`config.mk`:
```
export PLATFORM = sky130hd
export DESIGN_NAME = pate_cell
export DESIGN_NICKNAME = d
export VERILOG_FILES = /design/src/hdl/pate_pkg.sv /design/src/hdl/pate_cell.sv
export SDC_FILE = /design/constraint.sdc
export NUM_CORES = 1
export LEC_CHECK = 0
export BUFFER_PORTS_ARGS = -buffer_cell sky130_fd_sc_hd__buf_2
export CAP_MARGIN = 5
export CORE_ASPECT_RATIO = 1.2
export CORE_MARGIN = 1
export CORE_UTILIZATION = 35
export CTS_CLUSTER_SIZE = 16
export DETAILED_ROUTE_END_ITERATION = 7
export PLACE_DENSITY = 0.7
export RECOVER_POWER = 100
export SETUP_SLACK_MARGIN = 0.2
export SYNTH_ARGS = -nofsm -noshare
export SYNTH_HDL_FRONTEND = slang
export SYNTH_SLANG_ARGS = --single-unit
```
`constraint.sdc`:
```
create_clock -name clk -period 3.8 [get_ports clk]
set_input_delay 0.57 -clock clk [delete_from_list [all_inputs] [get_ports clk]]
set_output_delay 0.57 -clock clk [all_outputs]
set_load 0.02 [all_outputs]
```
`src/hdl/pate_pkg.sv`:
```
// shared types and constants for the packed array table engine
package pate_pkg;

  localparam int MODE_W     = 2;
  localparam int INDEX_W    = 8;
  localparam int VALUE_W    = 32;
  localparam int STATUS_W   = 2;
  localparam int POSITION_W = 8;
  localparam int FILL_W     = 9;
  localparam int MAX_IW     = 16;

  typedef enum logic [MODE_W-1:0] {
    MODE_SEARCH = 2'd0,
    MODE_MODIFY = 2'd1,
    MODE_APPEND = 2'd2,
    MODE_REMOVE = 2'd3
  } mode_t;

  typedef enum logic [STATUS_W-1:0] {
    ST_OK    = 2'd0,
    ST_RANGE = 2'd1,
    ST_FULL  = 2'd2,
    ST_MISS  = 2'd3
  } status_t;

  typedef enum logic [1:0] {
    CELL_HOLD   = 2'd0,
    CELL_ROTATE = 2'd1,
    CELL_REMOVE = 2'd2,
    CELL_APPEND = 2'd3
  } cell_op_t;

  typedef struct packed {
    cell_op_t            op;
    logic [MAX_IW-1:0]   sel;
  } cell_cmd_t;

endpackage

```
`src/hdl/pate_cell.sv`:
```
// one cell, one entry: takes upper neighbor on rotate, on remove if id >= sel
module pate_cell #(
  parameter int CELL_ID = 0
) (
  input  logic                            clk,
  input  pate_pkg::cell_cmd_t             cmd,
  input  logic [pate_pkg::VALUE_W-1:0]    nbr_i,
  input  logic [pate_pkg::VALUE_W-1:0]    load_i,
  output logic [pate_pkg::VALUE_W-1:0]    q_o
);
  import pate_pkg::*;

  localparam logic [MAX_IW-1:0] MY_ID = MAX_IW'(CELL_ID);

  logic [VALUE_W-1:0] q_r;

  always_ff @(posedge clk) begin
    case (cmd.op)
      CELL_ROTATE: q_r <= nbr_i;
      CELL_REMOVE: begin
        if (MY_ID >= cmd.sel) q_r <= nbr_i;
      end
      CELL_APPEND: begin
        if (MY_ID == cmd.sel) q_r <= load_i;
      end
      default: ;
    endcase
  end

  assign q_o = q_r;

endmodule

```
==> flow_summary_export.csv, run 1 <==
group,metric,value,unit
outcome,outcome,"completed",
worst_setup_path,cp-end-kind,"flop",
clock_tree,cts.reportedPaths.clkPinSlew,60,ps
timing,hold_viol_final,0,
global_routing,grt.met3_usage,4.448,%
global_routing,grtUsageTotal,13.87,%
route,drt_iter0_drc,50,
clock_tree,postCtsHoldBufs,0,
floorplan,die_y,74.52,um
clock_tree,cts-root-buf,"clkbuf_8",
global_routing,met2_usage,27.17,%
route,wl_per_cell,12.64,um
clock_tree,cts_sinks,32,
placement,placed_area,2160,sq um
power,power,784.0,uW
timing,setup_tns,0,ps
hold_path,hold_class,"in -> reg",
timing,drv_slew,0,
finish,postLayoutCellArea,2083,sq um
placement,pre_cts_ws,1649,ps
route,ant_nets,0,
run,drv_cap,0,
finish,largest_reg_flops,32,
timing,clock.fmax,472.4,MHz
power,leakage,0.0008626,uW
finish,final_common_cell,"buf_2",
placement,numPortBuffers,114,
clock_tree,clockBufferDepth,2,
route,drt-total-wl,3160,um
global_routing,top_usage_layer,"met2",
floorplan,rows,26,
global_routing,globalRouteMet1Util,12.94,%
worst_setup_path,worst_ep_required_time,3800,ps
global_routing,antenna_found_initial,0,
floorplan,initial_core_util,36.27,%
global_routing,grt_pass1_wl,4712,um
floorplan,die_area,4653,sq um
route,vias,1077,
finish,n_antenna_cell,0,
power,ir_drop,0.0001369,V
finish,area_delta_synth_final,35.81,%
clock_tree,tritoncts,"yes",
route,dr.pass1.iters,4,
timing,layout_setup_ws,1683,ps
timing,finalCritPeriodShare,55.71,%
global_routing,overflow,0,
finish,nets,277,
timing,grt_setup_unrepaired,"no",
timing,setup_viol,0,
clock_tree,cts-resized-gates,0,
synth,synth.cell_area,1534,sq um
floorplan,ios,115,
route,vias_per_cell,4.308,
placement,gp_congestion,0.7469,
worst_setup_path,worstSetupStartpointType,"primary input",
clock_tree,numCtsBuffers,5,
timing,worst_pin_slew,1401,ps
power,powerDensity,376.3,nW/um^2
synth,yosysSeqAreaShare,62.64,%
synth,synth-warning-count,0,
synth,avgSynthCellArea,20.45,sq um
clock_tree,cts_setup_buffers,0,
synth,netlist_instances,75,
timing,relSlewSlack,6.341,%
synth,ys_ff_latch,32,
finish,final_cell_mix,"buf_2, clkbuf_1, edfxtp_1, mux2_1, clkbuf_8",
finish,drive_above_1_share,47.42,%
timing,fin_crit,2117,ps
worst_setup_path,crit_type,"in -> reg",
worst_setup_path,worst-path-max-fanout,32,
worst_setup_path,cp.arrival,2120,ps
synth,synth.distinct_cells,11,
global_routing,grt_max_degree,33,
synth,syn_nets,158,
clock_tree,h-tree-depth,2,
floorplan,core_area,4229,sq um
floorplan,die_width,62.44,um
route,drcViolationCount,0,
global_routing,grt_pass1_vias,1077,
synthesized netlist by cell type:
| library cell | instances | area, sq um |
|---|---|---|
| edfxtp_1 | 32 | 960.9 |
| mux2_4 | 30 | 450.4 |
| buf_6 | 3 | 33.78 |
| mux2_2 | 2 | 22.52 |
| nor4_1 | 2 | 12.51 |
| nand2_2 | 1 | 6.260 |
| nand2b_1 | 1 | 6.260 |
| nand4_1 | 1 | 6.260 |
| nor2_1 | 1 | 3.750 |
| nor4b_2 | 1 | 15.01 |
| o41ai_2 | 1 | 16.27 |
where the power goes:
part           internal (uW)  switching, uW
Clock                    120            104
Sequential               420           6.00
Combinational           59.8           73.5
per-stage QoR:
step / hold WS, ps / std cells / util, %
after floorplan: 787.5 / 75 / -
after global placement: 872.0 / 243 / 51.07
after detailed placement: 874.0 / 243 / 51.07
after CTS: 582.7 / 250 / 52.87
after global routing: 569.6 / 250 / 49.26
final: 584.3 / 250 / 49.26
layout make-up:
| class | count | area (sq um) |
|---|---|---|
| Clock buffer | 5 | 68.82 |
| Clock inverter | 2 | 7.507 |
| Fill cell | 445 | 2146 |
| Multi-Input combinational cell | 40 | 439.2 |
| Sequential cell | 32 | 960.9 |
| Tap cell | 56 | 70.07 |
| Timing Repair Buffer | 115 | 536.8 |
layer usage:
metal / share of wire [%] / wire length, um
met2: 54 / 1694
met5: 0 / 0
met3: 6.2 / 196
met4: 1.8 / 57
met1: 38 / 1213
cells by family (layout without fill, tap and decap cells):
family                 count (synthesis)  count (layout)  synth area share (%)
AO/OA/AOI/OAI                          1               1                 1.061
buffers and inverters                  3             122                 2.202
flip-flops                            32              32                 62.64
multiplexers                          32              32                 30.83
AND/OR/NAND/NOR                        7               7                 3.263
worst max-delay path, stage by stage:
cell	delay (ps)
clkbuf_1	90
nand2_1	790
mux2_1	650
worst paths after layout:
kind,end,slack (ps),from,depth (start not counted)
min,q_o[4]$_DFFE_PP_,580,load_i[4],2
max,q_o[2]$_DFFE_PP_,1680,cmd[16],3
(Power assumes the default switching activity.)
==> inputs of run 2 (changes only) <==
==> constraint.sdc (replaced) <==
create_clock -name clk -period 2 [get_ports clk]
set_input_delay 0.3 -clock clk [delete_from_list [all_inputs] [get_ports clk]]
set_output_delay 0.3 -clock clk [all_outputs]
set_load 0.02 [all_outputs]
==> run 2 against run 1 <==
First-iteration DRC count fell by 24%. Utilization grew 1.0 points. Largest cell class unchanged. Power up 94%. Clock power rose by 98%.
==> flow_summary_export.csv, run 2 (synthesis gave the netlist of run 1 again) <==
group,metric,value,unit
outcome,outcome,"completed",
clock_tree,cts_sinks,32,
power,p_comb_share,17.4,%
timing,grt_setup_unrepaired,"no",
worst_setup_path,cp.arrival,1640,ps
route,drt-total-wl,3217,um
floorplan,rows,26,
route,dr_wl_met2,1840,um
timing,drv_slew,0,
route,drcViolationCount,0,
finish,area_delta_synth_final,38.58,%
worst_setup_path,crit_slowest_cell,"o41ai_1",
timing,clock.fmax,598.5,MHz
timing,hold_viol_final,0,
floorplan,initial_core_util,36.27,%
route,vias_per_cell,4.372,
finish,final_common_cell,"buf_2",
route,ant_nets,0,
finish,postLayoutCellArea,2126,sq um
power,ir_drop,0.0003490,V
finish,fin_util,50.27,%
clock_tree,cts-root-buf,"clkbuf_8",
power,power_switching,357.7,uW
worst_setup_path,worstSetupStartpointType,"primary input",
clock_tree,cts-resized-gates,0,
power,leakage,0.0008838,uW
worst_setup_path,critical_path_buf_inv_count,2,
global_routing,overflow,0,
worst_setup_path,worst_ep_required_time,1970,ps
route,wl_per_cell,12.72,um
floorplan,die_area,4653,sq um
worst_setup_path,crit_chain,"buf_2 > nor4_1 > nand4_1 > o41ai_1 > buf_12",
timing,setup_tns,0,ps
placement,hpwl,2514,um
clock_tree,cts.reportedPaths.clkPinSlew,60,ps
power,powerDensity,714.2,nW/um^2
route,met3_length,191,um
worst_setup_path,worst-path-max-fanout,32,
placement,gp_congestion,0.6842,
finish,final_cell_mix,"buf_2, clkbuf_1, edfxtp_1, mux2_1, clkbuf_8",
timing,worst_pin_slew,557.4,ps
global_routing,grtUsageTotal,13.14,%
clock_tree,postCtsHoldBufs,0,
timing,setup_viol,0,
worst_setup_path,cp-end-kind,"flop",
global_routing,grt_pass1_wl,4381,um
placement,placed_cells,245,
clock_tree,numCtsBuffers,5,
route,drt-met1-wl,1125,um
route,dr.pass1.iters,4,
floorplan,die_y,74.52,um
timing,fin_crit,1671,ps
floorplan,core_area,4229,sq um
finish,stdcell_count,253,
finish,n_antenna_cell,0,
timing,relSlewSlack,62.35,%
clock_tree,clockBufferDepth,2,
worst_setup_path,crit_type,"in -> reg",
worst_setup_path,slowest_delay,490,ps
floorplan,die_width,62.44,um
hold_path,hold_class,"in -> reg",
clock_tree,cts_setup_buffers,0,
power,seqPwrFrac,53.4,%
global_routing,grt_max_degree,33,
timing,finalCritPeriodShare,83.54,%
global_routing,antenna_found_initial,0,
placement,numPortBuffers,114,
route,top_layer,"met4",
finish,largest_reg_flops,32,
power,swShare,23.56,%
worst_setup_path,cp_top_family,"compound AO/OA/AOI/OAI gates",
global_routing,grt_pass1_vias,975,
power,clkPwrFrac,29.2,%
clock_tree,tritoncts,"yes",
finish,nets,279,
clock_tree,h-tree-depth,2,
run,drv_cap,0,
placement,placed_area,2226,sq um
finish,drive_above_1_share,49.24,%
timing,whs,307.9,ps
power,p_int,1160,uW
route,vias,1106,
floorplan,ios,115,
route,drt_iter0_drc,38,
## run 2: cell count changes in the layout (fill, tap and decap cells not counted), sizes merged
cell,previous run,this run
clkbuf,38,42
clkinv,2,1
## run 2: final timing paths
kind	start	endpoint	slack [ps]	depth (start not counted)
worst min-delay path	load_i[25]	q_o[25]$_DFFE_PP_	310	2
worst max-delay path	cmd[1]	q_o[1]$_DFFE_PP_	330	5
## run 2: per-layer routing
metal,track usage [%],vias up
met5,0,-
met4,7.752,0
met3,3.834,5
met2,25.60,55
met1,12.26,508
li1,-,538
## run 2: stage by stage
step                      total power (uW)  setup WS (ps)
after detailed placement              1154          272.3
final                                 1518          329.2
after global placement                1146          306.9
after floorplan                       1008         -262.2
after global routing                  1582          271.6
after CTS                             1605          570.6
## run 2: layout make-up
| type | count | area (sq um) |
|---|---|---|
| Fill cell | 447 | 2103 |
| Tap cell | 56 | 70.07 |
| Multi-Input combinational cell | 40 | 455.4 |
| Sequential cell | 32 | 960.9 |
| Clock buffer | 7 | 76.32 |
| Timing Repair Buffer | 117 | 559.3 |
| Clock inverter | 1 | 3.754 |
## run 2: power by group through the flow
stage                     Combinational [uW]  Sequential, uW  Clock [uW]
after floorplan                          118             889           0
after global placement                   324             822           0
after detailed placement                 331             823           0
after CTS                                333             810         463
after global routing                     287             814         480
final                                    265             811         443
